$ cat src/rtl/ufs_pkg.sv
// shared types and constants for the url field splitter
`default_nettype none
package ufs_pkg;

  // default longest url in bytes
  localparam int UFS_MAX_LENGTH = 4096;

  // width of every offset and length field on the result side
  localparam int FIELD_W = 13;
  localparam int PORT_W  = 16;

  // depth of the queue between front and back
  localparam int QUEUE_DEPTH = 4;

  // byte classes
  localparam logic [2:0] CLS_OTHER = 3'd0;
  localparam logic [2:0] CLS_COLON = 3'd1;
  localparam logic [2:0] CLS_SLASH = 3'd2;
  localparam logic [2:0] CLS_QUEST = 3'd3;
  localparam logic [2:0] CLS_DIGIT = 3'd4;

  // characters of interest
  localparam logic [7:0] CH_COLON = 8'h3A;
  localparam logic [7:0] CH_SLASH = 8'h2F;
  localparam logic [7:0] CH_QUEST = 8'h3F;
  localparam logic [7:0] CH_ZERO  = 8'h30;
  localparam logic [7:0] CH_NINE  = 8'h39;

  // classified item as it travels from front to back
  typedef struct packed {
    logic [2:0] cls;
    logic [3:0] digit;
    logic       last;
  } item_t;

endpackage
`default_nettype wire

$ cat src/rtl/ufs_front.sv
// front: classifies each incoming byte
`default_nettype none
module ufs_front
  import ufs_pkg::*;
(
  input  wire logic [7:0] char_byte,
  input  wire logic       last_byte,
  output item_t           item
);

  always_comb begin
    item.last  = last_byte;
    item.digit = 4'd0;
    if (char_byte == CH_COLON) begin
      item.cls = CLS_COLON;
    end else if (char_byte == CH_SLASH) begin
      item.cls = CLS_SLASH;
    end else if (char_byte == CH_QUEST) begin
      item.cls = CLS_QUEST;
    end else if (char_byte >= CH_ZERO && char_byte <= CH_NINE) begin
      item.cls   = CLS_DIGIT;
      item.digit = 4'(char_byte - CH_ZERO);
    end else begin
      item.cls = CLS_OTHER;
    end
  end

endmodule
`default_nettype wire

$ cat src/rtl/ufs_queue.sv
// short queue of classified items between front and back
`default_nettype none
module ufs_queue
  import ufs_pkg::*;
#(
  parameter int DEPTH = QUEUE_DEPTH
) (
  input  wire logic  clk,
  input  wire logic  rst,
  input  wire logic  wr_en,
  input  wire item_t wr_item,
  output logic       full,
  input  wire logic  rd_en,
  output item_t      rd_item,
  output logic       rd_valid
);

  localparam int AW = (DEPTH > 1) ? $clog2(DEPTH) : 1;
  localparam int CW = $clog2(DEPTH + 1);

  item_t         mem [DEPTH];
  logic [AW-1:0] wr_ptr;
  logic [AW-1:0] rd_ptr;
  logic [CW-1:0] count;

  logic do_wr;
  logic do_rd;

  assign full     = (count == CW'(DEPTH));
  assign rd_valid = (count != '0);
  assign rd_item  = mem[rd_ptr];
  assign do_wr    = wr_en && !full;
  assign do_rd    = rd_en && rd_valid;

  always_ff @(posedge clk) begin
    if (do_wr) begin
      mem[wr_ptr] <= wr_item;
    end
  end

  always_ff @(posedge clk) begin
    if (rst) begin
      wr_ptr <= '0;
      rd_ptr <= '0;
      count  <= '0;
    end else begin
      if (do_wr) begin
        wr_ptr <= (wr_ptr == AW'(DEPTH - 1)) ? '0 : wr_ptr + AW'(1);
      end
      if (do_rd) begin
        rd_ptr <= (rd_ptr == AW'(DEPTH - 1)) ? '0 : rd_ptr + AW'(1);
      end
      if (do_wr && !do_rd) begin
        count <= count + CW'(1);
      end else if (do_rd && !do_wr) begin
        count <= count - CW'(1);
      end
    end
  end

endmodule
`default_nettype wire

$ cat src/rtl/ufs_back.sv
// back: url parser state machine and result register
`default_nettype none
module ufs_back
  import ufs_pkg::*;
#(
  parameter int MAX_LENGTH = UFS_MAX_LENGTH
) (
  input  wire logic               clk,
  input  wire logic               rst,
  input  wire item_t              item,
  input  wire logic               item_valid,
  output logic                    item_take,
  output logic                    empty,
  input  wire logic               pop,
  output logic                    has_scheme,
  output logic [FIELD_W-1:0]      scheme_length,
  output logic [FIELD_W-1:0]      host_offset,
  output logic [FIELD_W-1:0]      host_length,
  output logic [PORT_W-1:0]       port_number,
  output logic [FIELD_W-1:0]      path_offset,
  output logic [FIELD_W-1:0]      path_length,
  output logic                    has_params,
  output logic [FIELD_W-1:0]      param_offset,
  output logic [FIELD_W-1:0]      param_length,
  output logic                    too_long
);

  localparam int POS_W = $clog2(MAX_LENGTH + 1);
  localparam int HS_W  = POS_W + 1;
  localparam int OW    = FIELD_W;

  localparam logic [2:0] PH_SCAN = 3'd0;
  localparam logic [2:0] PH_SKIP = 3'd1;
  localparam logic [2:0] PH_HOST = 3'd2;
  localparam logic [2:0] PH_PORT = 3'd3;
  localparam logic [2:0] PH_PATH = 3'd4;

  logic [2:0]        phase,      phase_next;
  logic [POS_W-1:0]  pos,        pos_next;
  logic [OW-1:0]     scheme_len, scheme_len_next;
  logic [HS_W-1:0]   host_start, host_start_next;
  logic [OW-1:0]     host_len,   host_len_next;
  logic [PORT_W-1:0] port_acc,   port_acc_next;
  logic              port_done,  port_done_next;
  logic [OW-1:0]     path_start, path_start_next;
  logic [OW-1:0]     quest_pos,  quest_pos_next;
  logic              quest_seen, quest_seen_next;
  logic              ovf,        ovf_next;

  logic              out_valid;
  logic [19:0]       port_mul;

  logic              r_scheme;
  logic [OW-1:0]     r_scheme_len;
  logic [OW-1:0]     r_host_off;
  logic [OW-1:0]     r_host_len;
  logic [PORT_W-1:0] r_port;
  logic [OW-1:0]     r_path_off;
  logic [OW-1:0]     r_path_len;
  logic              r_params;
  logic [OW-1:0]     r_par_off;
  logic [OW-1:0]     r_par_len;
  logic              r_long;
  logic [OW-1:0]     len;

  // a last item needs the result slot, any other item always goes
  assign item_take = item_valid && (!item.last || !out_valid || pop);
  assign empty     = !out_valid;

  assign port_mul = {1'b0, port_acc, 3'b000} + {3'b000, port_acc, 1'b0} + 20'(item.digit);

  // parser step
  always_comb begin
    phase_next      = phase;
    pos_next        = pos;
    scheme_len_next = scheme_len;
    host_start_next = host_start;
    host_len_next   = host_len;
    port_acc_next   = port_acc;
    port_done_next  = port_done;
    path_start_next = path_start;
    quest_pos_next  = quest_pos;
    quest_seen_next = quest_seen;
    ovf_next        = ovf;
    if (item_take) begin
      if (pos >= POS_W'(MAX_LENGTH)) begin
        ovf_next = 1'b1;
      end else begin
        pos_next = pos + POS_W'(1);
        case (phase)
          PH_SCAN: begin
            if (item.cls == CLS_COLON) begin
              scheme_len_next = OW'(pos);
              host_start_next = HS_W'(pos) + HS_W'(3);
              quest_seen_next = 1'b0;
              quest_pos_next  = '0;
              phase_next      = PH_SKIP;
            end else if (item.cls == CLS_QUEST && !quest_seen) begin
              quest_pos_next  = OW'(pos);
              quest_seen_next = 1'b1;
            end
          end
          PH_SKIP: begin
            if (HS_W'(pos) + HS_W'(1) >= host_start) begin
              phase_next = PH_HOST;
            end
          end
          PH_HOST: begin
            if (item.cls == CLS_SLASH) begin
              host_len_next   = OW'(pos) - OW'(host_start);
              path_start_next = OW'(pos) + OW'(1);
              phase_next      = PH_PATH;
            end else if (item.cls == CLS_COLON) begin
              host_len_next  = OW'(pos) - OW'(host_start);
              port_acc_next  = '0;
              port_done_next = 1'b0;
              phase_next     = PH_PORT;
            end
          end
          PH_PORT: begin
            if (item.cls == CLS_SLASH) begin
              path_start_next = OW'(pos) + OW'(1);
              phase_next      = PH_PATH;
            end else if (!port_done && item.cls == CLS_DIGIT) begin
              // saturate at the top of the port range
              port_acc_next = (port_mul > 20'hFFFF) ? '1 : PORT_W'(port_mul);
            end else begin
              port_done_next = 1'b1;
            end
          end
          PH_PATH: begin
            if (item.cls == CLS_QUEST && !quest_seen) begin
              quest_pos_next  = OW'(pos);
              quest_seen_next = 1'b1;
            end
          end
          default: begin
          end
        endcase
      end
    end
  end

  // field layout from the state after the last byte
  always_comb begin
    len          = OW'(pos_next);
    r_scheme     = 1'b0;
    r_scheme_len = '0;
    r_host_off   = '0;
    r_host_len   = '0;
    r_port       = '0;
    r_path_off   = '0;
    r_path_len   = '0;
    r_params     = 1'b0;
    r_par_off    = '0;
    r_par_len    = '0;
    r_long       = 1'b0;
    if (ovf_next) begin
      r_long = 1'b1;
    end else begin
      if (phase_next == PH_SCAN || phase_next == PH_PATH) begin
        r_path_off = (phase_next == PH_PATH) ? path_start_next : '0;
        if (quest_seen_next) begin
          r_path_len = quest_pos_next - r_path_off;
          r_params   = 1'b1;
          r_par_off  = quest_pos_next + OW'(1);
          r_par_len  = len - r_par_off;
        end else begin
          r_path_len = len - r_path_off;
        end
      end else begin
        r_path_off = len;
      end
      if (phase_next != PH_SCAN) begin
        r_scheme     = 1'b1;
        r_scheme_len = scheme_len_next;
        r_port       = port_acc_next;
        if (phase_next == PH_SKIP) begin
          r_host_off = len;
        end else begin
          r_host_off = OW'(host_start_next);
          r_host_len = (phase_next == PH_HOST) ? len - OW'(host_start_next)
                                               : host_len_next;
        end
      end
    end
  end

  // parser registers, cleared at reset and after every url
  always_ff @(posedge clk) begin
    if (rst || (item_take && item.last)) begin
      phase      <= PH_SCAN;
      pos        <= '0;
      scheme_len <= '0;
      host_start <= '0;
      host_len   <= '0;
      port_acc   <= '0;
      port_done  <= 1'b0;
      path_start <= '0;
      quest_pos  <= '0;
      quest_seen <= 1'b0;
      ovf        <= 1'b0;
    end else begin
      phase      <= phase_next;
      pos        <= pos_next;
      scheme_len <= scheme_len_next;
      host_start <= host_start_next;
      host_len   <= host_len_next;
      port_acc   <= port_acc_next;
      port_done  <= port_done_next;
      path_start <= path_start_next;
      quest_pos  <= quest_pos_next;
      quest_seen <= quest_seen_next;
      ovf        <= ovf_next;
    end
  end

  // result slot
  always_ff @(posedge clk) begin
    if (rst) begin
      out_valid <= 1'b0;
    end else if (item_take && item.last) begin
      out_valid <= 1'b1;
    end else if (pop) begin
      out_valid <= 1'b0;
    end
  end

  always_ff @(posedge clk) begin
    if (item_take && item.last) begin
      has_scheme    <= r_scheme;
      scheme_length <= r_scheme_len;
      host_offset   <= r_host_off;
      host_length   <= r_host_len;
      port_number   <= r_port;
      path_offset   <= r_path_off;
      path_length   <= r_path_len;
      has_params    <= r_params;
      param_offset  <= r_par_off;
      param_length  <= r_par_len;
      too_long      <= r_long;
    end
  end

endmodule
`default_nettype wire

$ cat src/rtl/url_field_splitter.sv
// top level of the url field splitter: front classifier, item queue, parser back
`default_nettype none
// a last byte is written into the queue, then taken by the back into the result slot register that drives the ports
// throughput: one byte per cycle while the back is not holding a last byte, set by the single-step parser in the back
// the back holds a last byte only while the result slot is full and not popped
// reset (rst, synchronous) empties the queue and result slot and restarts the parser
module url_field_splitter
  import ufs_pkg::*;
#(
  parameter int MAX_LENGTH = UFS_MAX_LENGTH
) (
  input  wire logic               clk,
  input  wire logic               rst,
  // byte side
  input  wire logic               push,
  output logic                    full,
  input  wire logic [7:0]         char_byte,
  input  wire logic               last_byte,
  // result side
  output logic                    empty,
  input  wire logic               pop,
  output logic                    has_scheme,
  output logic [FIELD_W-1:0]      scheme_length,
  output logic [FIELD_W-1:0]      host_offset,
  output logic [FIELD_W-1:0]      host_length,
  output logic [PORT_W-1:0]       port_number,
  output logic [FIELD_W-1:0]      path_offset,
  output logic [FIELD_W-1:0]      path_length,
  output logic                    has_params,
  output logic [FIELD_W-1:0]      param_offset,
  output logic [FIELD_W-1:0]      param_length,
  output logic                    too_long
);

  // classified item from the front
  item_t front_item;
  // item at the head of the queue
  item_t head_item;
  logic  head_valid;
  logic  head_take;

  // front: byte class compare, no state
  ufs_front u_front (
    .char_byte (char_byte),
    .last_byte (last_byte),
    .item      (front_item)
  );

  // queue lets the byte side keep pushing while the back waits on pop
  ufs_queue #(
    .DEPTH (QUEUE_DEPTH)
  ) u_queue (
    .clk      (clk),
    .rst      (rst),
    .wr_en    (push),
    .wr_item  (front_item),
    .full     (full),
    .rd_en    (head_take),
    .rd_item  (head_item),
    .rd_valid (head_valid)
  );

  // back: parser phases, position counter, field registers and result slot
  ufs_back #(
    .MAX_LENGTH (MAX_LENGTH)
  ) u_back (
    .clk           (clk),
    .rst           (rst),
    .item          (head_item),
    .item_valid    (head_valid),
    .item_take     (head_take),
    .empty         (empty),
    .pop           (pop),
    .has_scheme    (has_scheme),
    .scheme_length (scheme_length),
    .host_offset   (host_offset),
    .host_length   (host_length),
    .port_number   (port_number),
    .path_offset   (path_offset),
    .path_length   (path_length),
    .has_params    (has_params),
    .param_offset  (param_offset),
    .param_length  (param_length),
    .too_long      (too_long)
  );

endmodule
`default_nettype wire

$ cat config.mk
export PLATFORM = sky130hd
export DESIGN_NAME = url_field_splitter
export DESIGN_NICKNAME = d
export VERILOG_FILES = /design/src/rtl/ufs_pkg.sv /design/src/rtl/ufs_front.sv /design/src/rtl/ufs_queue.sv /design/src/rtl/ufs_back.sv /design/src/rtl/url_field_splitter.sv
export SDC_FILE = /design/constraint.sdc
export NUM_CORES = 1
export LEC_CHECK = 0
export ABC_CLOCK_PERIOD_IN_PS = 6500
export BUFFER_PORTS_ARGS = -buffer_cell sky130_fd_sc_hd__clkbuf_2
export CORE_MARGIN = 3
export CORE_UTILIZATION = 45
export DETAILED_ROUTE_END_ITERATION = 8
export PLACE_DENSITY = 0.67
export SYNTH_ARGS = -nofsm -noshare
export SYNTH_HDL_FRONTEND = slang
export SYNTH_SLANG_ARGS = --single-unit
$ cat constraint.sdc
create_clock -name clk -period 6.5 [get_ports clk]
set_input_delay 1.3 -clock clk [delete_from_list [all_inputs] [get_ports clk]]
set_output_delay 1.3 -clock clk [all_outputs]
set_load 0.02 [all_outputs]
==> summary.md, run 1 <==
| Metric | Value |
|---|---|
| Hold Violations, Final | 0 |
| Synthesized cell area | roughly 14,000 um^2 |
| Cts repair resizes | 0 |
| GR Util All Layers | a little over a fifth |
| PD cells | 423 nW/um^2 |
| Vias | ~11,000 |
| Worst path most repeated cell | nor2_1 |
| Placed cell area | 15,300 um^2 |
| First-pass GRT wire length | a little under 60,000 um |
| Die span in x | 185 um |
| CP Data Required Time | slightly below 7 ns |
| Synth top area share | about 30% |
| HP Class | register to register |
| Max FO, Critical Path | 7 |
| CTS Buf Count | 28 |
| Number of buffers on the longest clock path | 3 |
| Post-synth top flop | edfxtp_1 |
| Routed len/inst | about 19 um |
| Post-synth ARST share | 0% |
| DR pass1 iterations | 5 |
| Worst Path Arrival | ~6 ns |
| Sum Neg Setup Slack | 0 ns |
| Top-count cell post-synth | nor2_1 |
| Max stage delay on crit path | around 0.6 ns |
| Ys Warns | 0 |
| GRT busiest layer | met2 |
| Post-route clock period utilization | between 80% and 90% |
| Post-CTS Setup Inserts | 0 |
| Cells after Synth | roughly 1,500 |
| Pleak | 6.66 nW |
| WS Path Type | register to register |
| Synthesized area per cell | 9.69 um^2 |
| Placer congestion estimate | ~0.95 |
| Share of layout cells above drive strength 1 | about 14% |
| Chip height | roughly 180 um |
| Number of port buffers | roughly 120 |
| Routed vias/inst | roughly 5.6 |
| Maximum VDD drop | about 0.25 mV |
| Met2 Use GR | a little over a third |
| Row count | 64 |
| Post-synthesis sequential area ratio | a little under half |
| Synth unique cells | slightly below 70 |
| Total power | between 6 and 7 mW |
| Initial drt markers | between 800 and 900 |
| Worst path cell trace | buf_4 > mux4_2 > a211oi_4 > nand3_2 > or2_1 > nor2_1 > nor2_1 > inv_1 > a21oi_1 > nor2_1 > ha_1 > inv_1 > fa_1 > a21o_1 > a21oi_1 > nor2b_1 > o21a_1 > o22a_1 > a41o_1 > o41ai_1 > xnor2_1 > nor2_1 |
| Setup crit start kind | register |
| Io pins | approximately 130 |
| CTS root buf | clkbuf_16 |
| Seq. cell area | ~6500 um^2 |
| Design area | around 16,000 um^2 |
| Number of clock sinks | ~250 |
| Vias in the first global route | between 10,000 and 15,000 |
| Die area | between 30,000 and 40,000 um^2 |
| Total grt overflow | 0 |
| Drc violations | 0 |
| Largest net degree at the start of global routing | between 70 and 80 |
| RSZ-0062 raised after global routing | no |
| GRT met3 Usage | under 10% |
| Clock tree from TritonCTS | done |
| CP max-delay cell | mux4_2 |
| Routed Antenna Nets | 0 |
| Clk slew on worst S/H paths | approximately 0.06 ns |
| Synthesis-to-layout area growth | 13.2% |
| Wirelength, routed | between 30,000 and 40,000 um |
| Area leader, netlist | edfxtp_1 |
| Core ar. | about 31,000 um^2 |
| Top cells by count, synth | nor2_1 (277), edfxtp_1 (142), dfxtp_1 (111), ha_1 (102), a21oi_1 (100) |
| H-tree depth | 1 |
| Least-Margin Pin Slew | a little over 1 ns |
| Final min period | 5.61 ns |
| Post-DP HPWL | 27,700 um |
| Fillers | approximately 2,900 |
| Area of the multi-input gates | ~7400 um^2 |
| Maxcap violations | 0 |
| #FFs+latches synth | around 250 |
| CP Capture Type | register |
| Post-synth EDFFs | 142 |
| Layout Nets | about 1,700 |
| Met1 GRT Util | a little under a third |
| Syn Nets | between 1,500 and 2,000 |
| N_diodes | 0 |
| Synth area leaders | edfxtp_1 (30%), dfxtp_1 (15%), ha_1 (8.9%) |
| Final clock skew | roughly 0.026 ns |
| Slew HR | a little under a third |
| Initial antenna violation count | 1 |
| Slew Viols, Final | 0 |
| Worst-Skew Late Latency | 0.55 ns |
| Cts hold-fix bufs | 0 |
| Status | complete, no violations |
| Initial Util | 46.3% |
| Final Setup Violations | 0 |
| Fmax achieved | 178 MHz |
==> routing by layer <==
layer  routed length, um  vias to the layer above
met5                   0                        -
met4                1240                        0
met3                2430                       85
met2               16900                      369
met1               16900                     5215
li1                    -                     5463
==> final timing paths <==
kind                              start                endpoint  slack (ns)  cells past startpoint
hold reg to reg   u_back.scheme_len[12]   u_back.scheme_len[12]        0.45                      2
setup reg to reg               register  u_back.path_length[12]        0.89                     22
hold / removal    u_back.scheme_len[12]   u_back.scheme_len[12]        0.45                      2
setup / recovery               register  u_back.path_length[12]        0.89                     22
==> power breakdown <==
part           switching [mW]  leakage [nW]  internal (mW)
clock network           0.648         0.461          0.971
registers               0.145          2.23           2.19
logic                    1.91          3.98           1.02
==> state kept, by name (all words and copies together) (netlist names), 14 cells and up, named ones only <==
| signal | cells |
|---|---|
| u_back.port_acc | 16 |
| u_back.port_number | 16 |
| u_back.host_start | 14 |
| u_queue.mem | 32 |
==> layout make-up <==
type                    instances  area share, %
well taps                     396           3.05
repair buffers                142           4.65
clock inverters                12          0.885
clock buffers                  40           4.90
flip-flops and latches        253           39.9
inverters                      57           1.32
multi-input cells            1104           45.3
==> placed cells by master (no fill, tap or decap), types with 4 or more instances in the layout <==
cell type | netlist | layout
clkbuf_2 | 0 | 124
o211a_1 | 7 | 7
nor2b_1 | 23 | 23
nand2b_1 | 18 | 18
and3_1 | 16 | 16
nor3_1 | 52 | 52
or3_1 | 11 | 10
o21a_1 | 22 | 22
a21oi_1 | 100 | 100
inv_1 | 55 | 55
fa_1 | 7 | 7
a21boi_0 | 9 | 9
mux4_2 | 10 | 10
o21bai_1 | 4 | 4
clkbuf_1 | 43 | 8
edfxtp_1 | 142 | 142
clkbuf_16 | 0 | 29
nand3_1 | 28 | 28
xnor2_1 | 50 | 50
mux2i_1 | 39 | 39
buf_4 | 3 | 18
or2_2 | 6 | 5
a211oi_1 | 24 | 24
nand4_1 | 5 | 5
o41ai_1 | 5 | 5
mux2_2 | 14 | 14
xor2_1 | 40 | 40
clkinv_2 | 0 | 5
a31oi_1 | 6 | 6
dfxtp_1 | 111 | 111
nor3b_1 | 7 | 7
and2_1 | 24 | 23
nand2_1 | 79 | 79
ha_1 | 102 | 102
a21o_1 | 16 | 16
o22ai_1 | 10 | 10
o21ai_0 | 44 | 44
nor2_1 | 277 | 277
o211ai_1 | 8 | 8
==> worst max-delay path, delay by kind of cell (launching register included) <==
kind	cells	cell delay [ns]
AO/OA/AOI/OAI	8	1.84
AND/OR/NAND/NOR	7	1.19
adder cells (fa/ha/maj)	2	0.60
multiplexers	1	0.59
flip-flops	1	0.49
buffers and inverters	3	0.49
XOR/XNOR	1	0.17
==> metrics by stage <==
step / cells / utilization (%) / hold slack [ns] / worst slack, ns
after floorplan: 1484 / - / 0.419 / 0.980
after global placement: 1952 / 49.3 / 0.433 / 0.882
after global routing: 2004 / 52.4 / 0.489 / 0.524
after CTS: 2004 / 52.4 / 0.453 / 0.940
final: 2004 / 52.4 / 0.451 / 0.887
after detailed placement: 1952 / 49.3 / 0.443 / 0.794
==> kinds of logic (layout without fill, tap and decap cells) <==
| family | count (synthesis) | after routing | share of synthesized area [%] |
|---|---|---|---|
| buffers and inverters | 127 | 251 | 3.64 |
| and+or+nand+nor | 560 | 560 | 17.8 |
| xor gates and xnor gates | 90 | 90 | 5.48 |
| adders and majority gates | 109 | 109 | 9.85 |
| AOI/OAI and AO/OA | 281 | 281 | 12.6 |
| DFF | 253 | 253 | 45.1 |
| muxes | 64 | 64 | 5.46 |
Note: power is estimated with default switching activity, not from simulation.
==> run 2: changes to the inputs <==
Settings changed: RECOVER_POWER set to 50.
==> summary.md, run 2 (synthesized netlist as in run 1, its figures left out) <==
| Metric | Value |
|---|---|
| Status | finished with violations (was complete, no violations) |
| Failing checks | max-capacitance violations, max-slew violations |
| Fillers | 2,898 (was 2,855) |
| Sum Neg Setup Slack | 0 ns (unchanged) |
| Cts hold-fix bufs | 0 (unchanged) |
| Wirelength, routed | 37,500 um (about the same) |
| GR Util All Layers | 21.9% (unchanged) |
| Family with the most delay on the worst path | compound AO/OA/AOI/OAI gates (unchanged) |
| CP Capture Type | register (unchanged) |
| Worst-Skew Late Latency | 0.55 ns (about the same) |
| Least-Margin Pin Slew | 3.04 ns (was 1.03 ns) |
| Worst path cell trace | buf_4 > mux4_2 > a211oi_4 > nand3_2 > or2_1 > nor2_1 > nor2_1 > inv_1 > a21oi_1 > nor2_1 > ha_1 > inv_1 > fa_1 > a21o_1 > a21oi_1 > nor2b_1 > o21a_1 > o22a_1 > a41o_1 > o41ai_1 > xnor2_1 > nor2_1 (unchanged) |
| Maxcap violations | 1 (was 0) |
| Setup crit start kind | register (unchanged) |
| Hold Violations, Final | 0 (unchanged) |
| Most common cell after layout, fill and taps aside | nor2_1 (unchanged) |
| GRT met3 Usage | 3.61% (unchanged) |
| Die area | 34,100 um^2 (unchanged) |
| Core ar. | 31,100 um^2 (unchanged) |
| Drc violations | 0 (unchanged) |
| Number of clock sinks | 253 (unchanged) |
| Post-CTS Setup Inserts | 0 (unchanged) |
| Worst-case reg-to-reg path depth | 22 (unchanged) |
| Cts repair resizes | 0 (unchanged) |
| Vias in the first global route | 10,784 (unchanged) |
| Routed Antenna Nets | 0 (unchanged) |
| Pleak | 6.30 nW (was 6.66 nW) |
| CTS root buf | clkbuf_16 (unchanged) |
| Met1 GRT Util | 30.2% (unchanged) |
| CP Data Required Time | 6.79 ns (about the same) |
| Flop-to-flop setup slack | 0.92 ns (was 0.89 ns) |
| HP Class | register to register (unchanged) |
| Final WS setup | 0.920 ns (was 0.887 ns) |
| CTS Buf Count | 28 (unchanged) |
| GRT busiest layer | met2 (unchanged) |
| PD cells | 423 nW/um^2 (about the same) |
| Fmax achieved | 179 MHz (was 178 MHz) |
| Maximum VDD drop | 0.253 mV (was 0.255 mV) |
| First-pass GRT wire length | 59,000 um (unchanged) |
| N_diodes | 0 (unchanged) |
| Hold path startpoint | u_back.scheme_len[12] (unchanged) |
| CP max-delay cell | mux4_2 (unchanged) |
| Routed vias/inst | 5.58 (was 5.55) |
| Worst Hold Endpoint | u_back.scheme_len[12] (unchanged) |
| Vias | 11,175 (was 11,132) |
| Routed len/inst | 18.7 um (about the same) |
| Combinational share of power | 41.8% (was 42.6%) |
| Final clock skew | 0.0215 ns (was 0.0263 ns) |
| Crit path depth | 22 (unchanged) |
| Placer congestion estimate | 0.954 (unchanged) |
| Die span in x | 185 um (unchanged) |
| Row count | 64 (unchanged) |
| Number of buffers on the longest clock path | 3 (unchanged) |
| Slew HR | -102% (was 31.4%) |
| Worst r2r dst | u_back.path_length[12] (unchanged) |
| Pint | 4.11 mW (was 4.18 mW) |
| Number of port buffers | 124 (unchanged) |
| Post-route clock period utilization | 85.8% (was 86.3%) |
| Clock tree from TritonCTS | done (unchanged) |
| Clock power share | 23.8% (was 23.5%) |
| Max FO, Critical Path | 7 (unchanged) |
| Sw Share | 39.6% (was 39.2%) |
| Slew Viols, Final | 46 (was 0) |
| Worst Setup Slack post-DPL | 0.794 ns (unchanged) |
| Seq pwr share | 34.4% (was 33.9%) |
| Layout Nets | 1,708 (unchanged) |
| Max reg flops | 32 (unchanged) |
| P_sw | 2.70 mW (about the same) |
| Share of layout cells above drive strength 1 | 6.84% (was 14.2%) |
| Total grt overflow | 0 (unchanged) |
| Post-DP HPWL | 27,700 um (unchanged) |
| RSZ-0062 raised after global routing | no (unchanged) |
| Worst path buffer plus inverter count | 3 (unchanged) |
| Worst path most repeated cell | nor2_1 (unchanged) |
| Initial drt markers | 912 (was 882) |
| Final min period | 5.58 ns (was 5.61 ns) |
| DR pass1 iterations | 6 (was 5) |
| WS Path Type | register to register (unchanged) |
| Initial Util | 46.3% (unchanged) |
| Max stage delay on crit path | 0.58 ns (was 0.59 ns) |
| Initial antenna violation count | 1 (unchanged) |
| Chip height | 185 um (unchanged) |
| Io pins | 125 (unchanged) |
| Largest net degree at the start of global routing | 75 (unchanged) |
| Synthesis-to-layout area growth | 12.0% (was 13.2%) |
| Largest register by flop count | u_queue.mem (unchanged) |
| Highest-count cells in the layout ignoring fill and taps | nor2_1 (277), edfxtp_1 (142), clkbuf_1 (124) (was nor2_1 (277), edfxtp_1 (142), clkbuf_2 (124)) |
| Clk slew on worst S/H paths | 0.06 ns (about the same) |
| Final Setup Violations | 0 (unchanged) |
| Met2 Use GR | 35.4% (unchanged) |
| Worst Path Arrival | 5.87 ns (was 5.90 ns) |
| Top Registers | u_queue.mem: 32 flops, u_back.port_acc: 16 flops, u_back.port_number: 16 flops (unchanged) |
| Worst Hold Path Cells | 2 (unchanged) |
| H-tree depth | 1 (unchanged) |
[run 2: power by group through the flow]
| stage | sequential, mW | combinational, mW | clock [mW] |
|---|---|---|---|
| 5_1_grt | 2.38 | 3.16 | 1.73 |
| 3_5_place_dp | 2.37 | 2.93 | 0 |
| 6_report | 2.34 | 2.85 | 1.62 |
| 3_3_place_gp | 2.36 | 2.89 | 0 |
| 4_1_cts | 2.34 | 2.95 | 1.65 |
| 2_1_floorplan | 2.73 | 1.78 | 0 |
[run 2: metal layers]
| layer | up-vias | part of all wire, % |
|---|---|---|
| li1 | 5470 | - |
| met1 | 5213 | 44 |
| met2 | 405 | 45 |
| met3 | 87 | 7.5 |
| met4 | 0 | 3.2 |
| met5 | - | 0 |
[run 2: per-stage QoR]
stage	power [mW]	utilization [%]	hold slack, ns	instance area (um^2)	cells
2_1_floorplan	4.51	-	0.419	14400	1484
5_1_grt	7.27	51.8	0.489	16100	2004
3_3_place_gp	5.25	49.3	0.433	15300	1952
4_1_cts	6.94	52.4	0.453	16300	2004
3_5_place_dp	5.30	49.3	0.443	15300	1952
6_report	6.81	51.8	0.451	16100	2004
[run 2: worst max path at each step]
stage                  start                     end  slack (ns)
global route        register    u_back.quest_pos[12]        0.39
CTS                 register  u_back.path_length[12]        0.94
finish              register  u_back.path_length[12]        0.92
floorplan                pop          u_back.pos[12]        0.98
detailed placement       pop  u_back.path_length[12]        0.79
global placement         pop  u_back.path_length[12]        0.88
[run 2: final cells by class]
type | instances | area, um^2 | area share (%)
Multi-Input combinational cell | 1104 | 7370 | 45.7
Inverter | 57 | 214 | 1.33
Timing Repair Buffer | 142 | 603 | 3.74
Clock inverter | 12 | 144 | 0.893
Sequential cell | 253 | 6490 | 40.3
Clock buffer | 40 | 797 | 4.95
Tap cell | 396 | 495 | 3.08
[run 2: worst register-to-register path, cell delays in order (launching register included)]
cell and delay, ns:
dfxtp_1 0.49, buf_4 0.24, mux4_2 0.58, a211oi_4 0.42, nand3_2 0.16, or2_1 0.26, nor2_1 0.30, nor2_1 0.16
inv_1 0.19, a21oi_1 0.11, nor2_1 0.16, ha_1 0.20, inv_1 0.06, fa_1 0.40, a21o_1 0.19, a21oi_1 0.16
nor2b_1 0.08, o21a_1 0.18, o22a_1 0.20, a41o_1 0.27, o41ai_1 0.31, xnor2_1 0.17, nor2_1 0.06
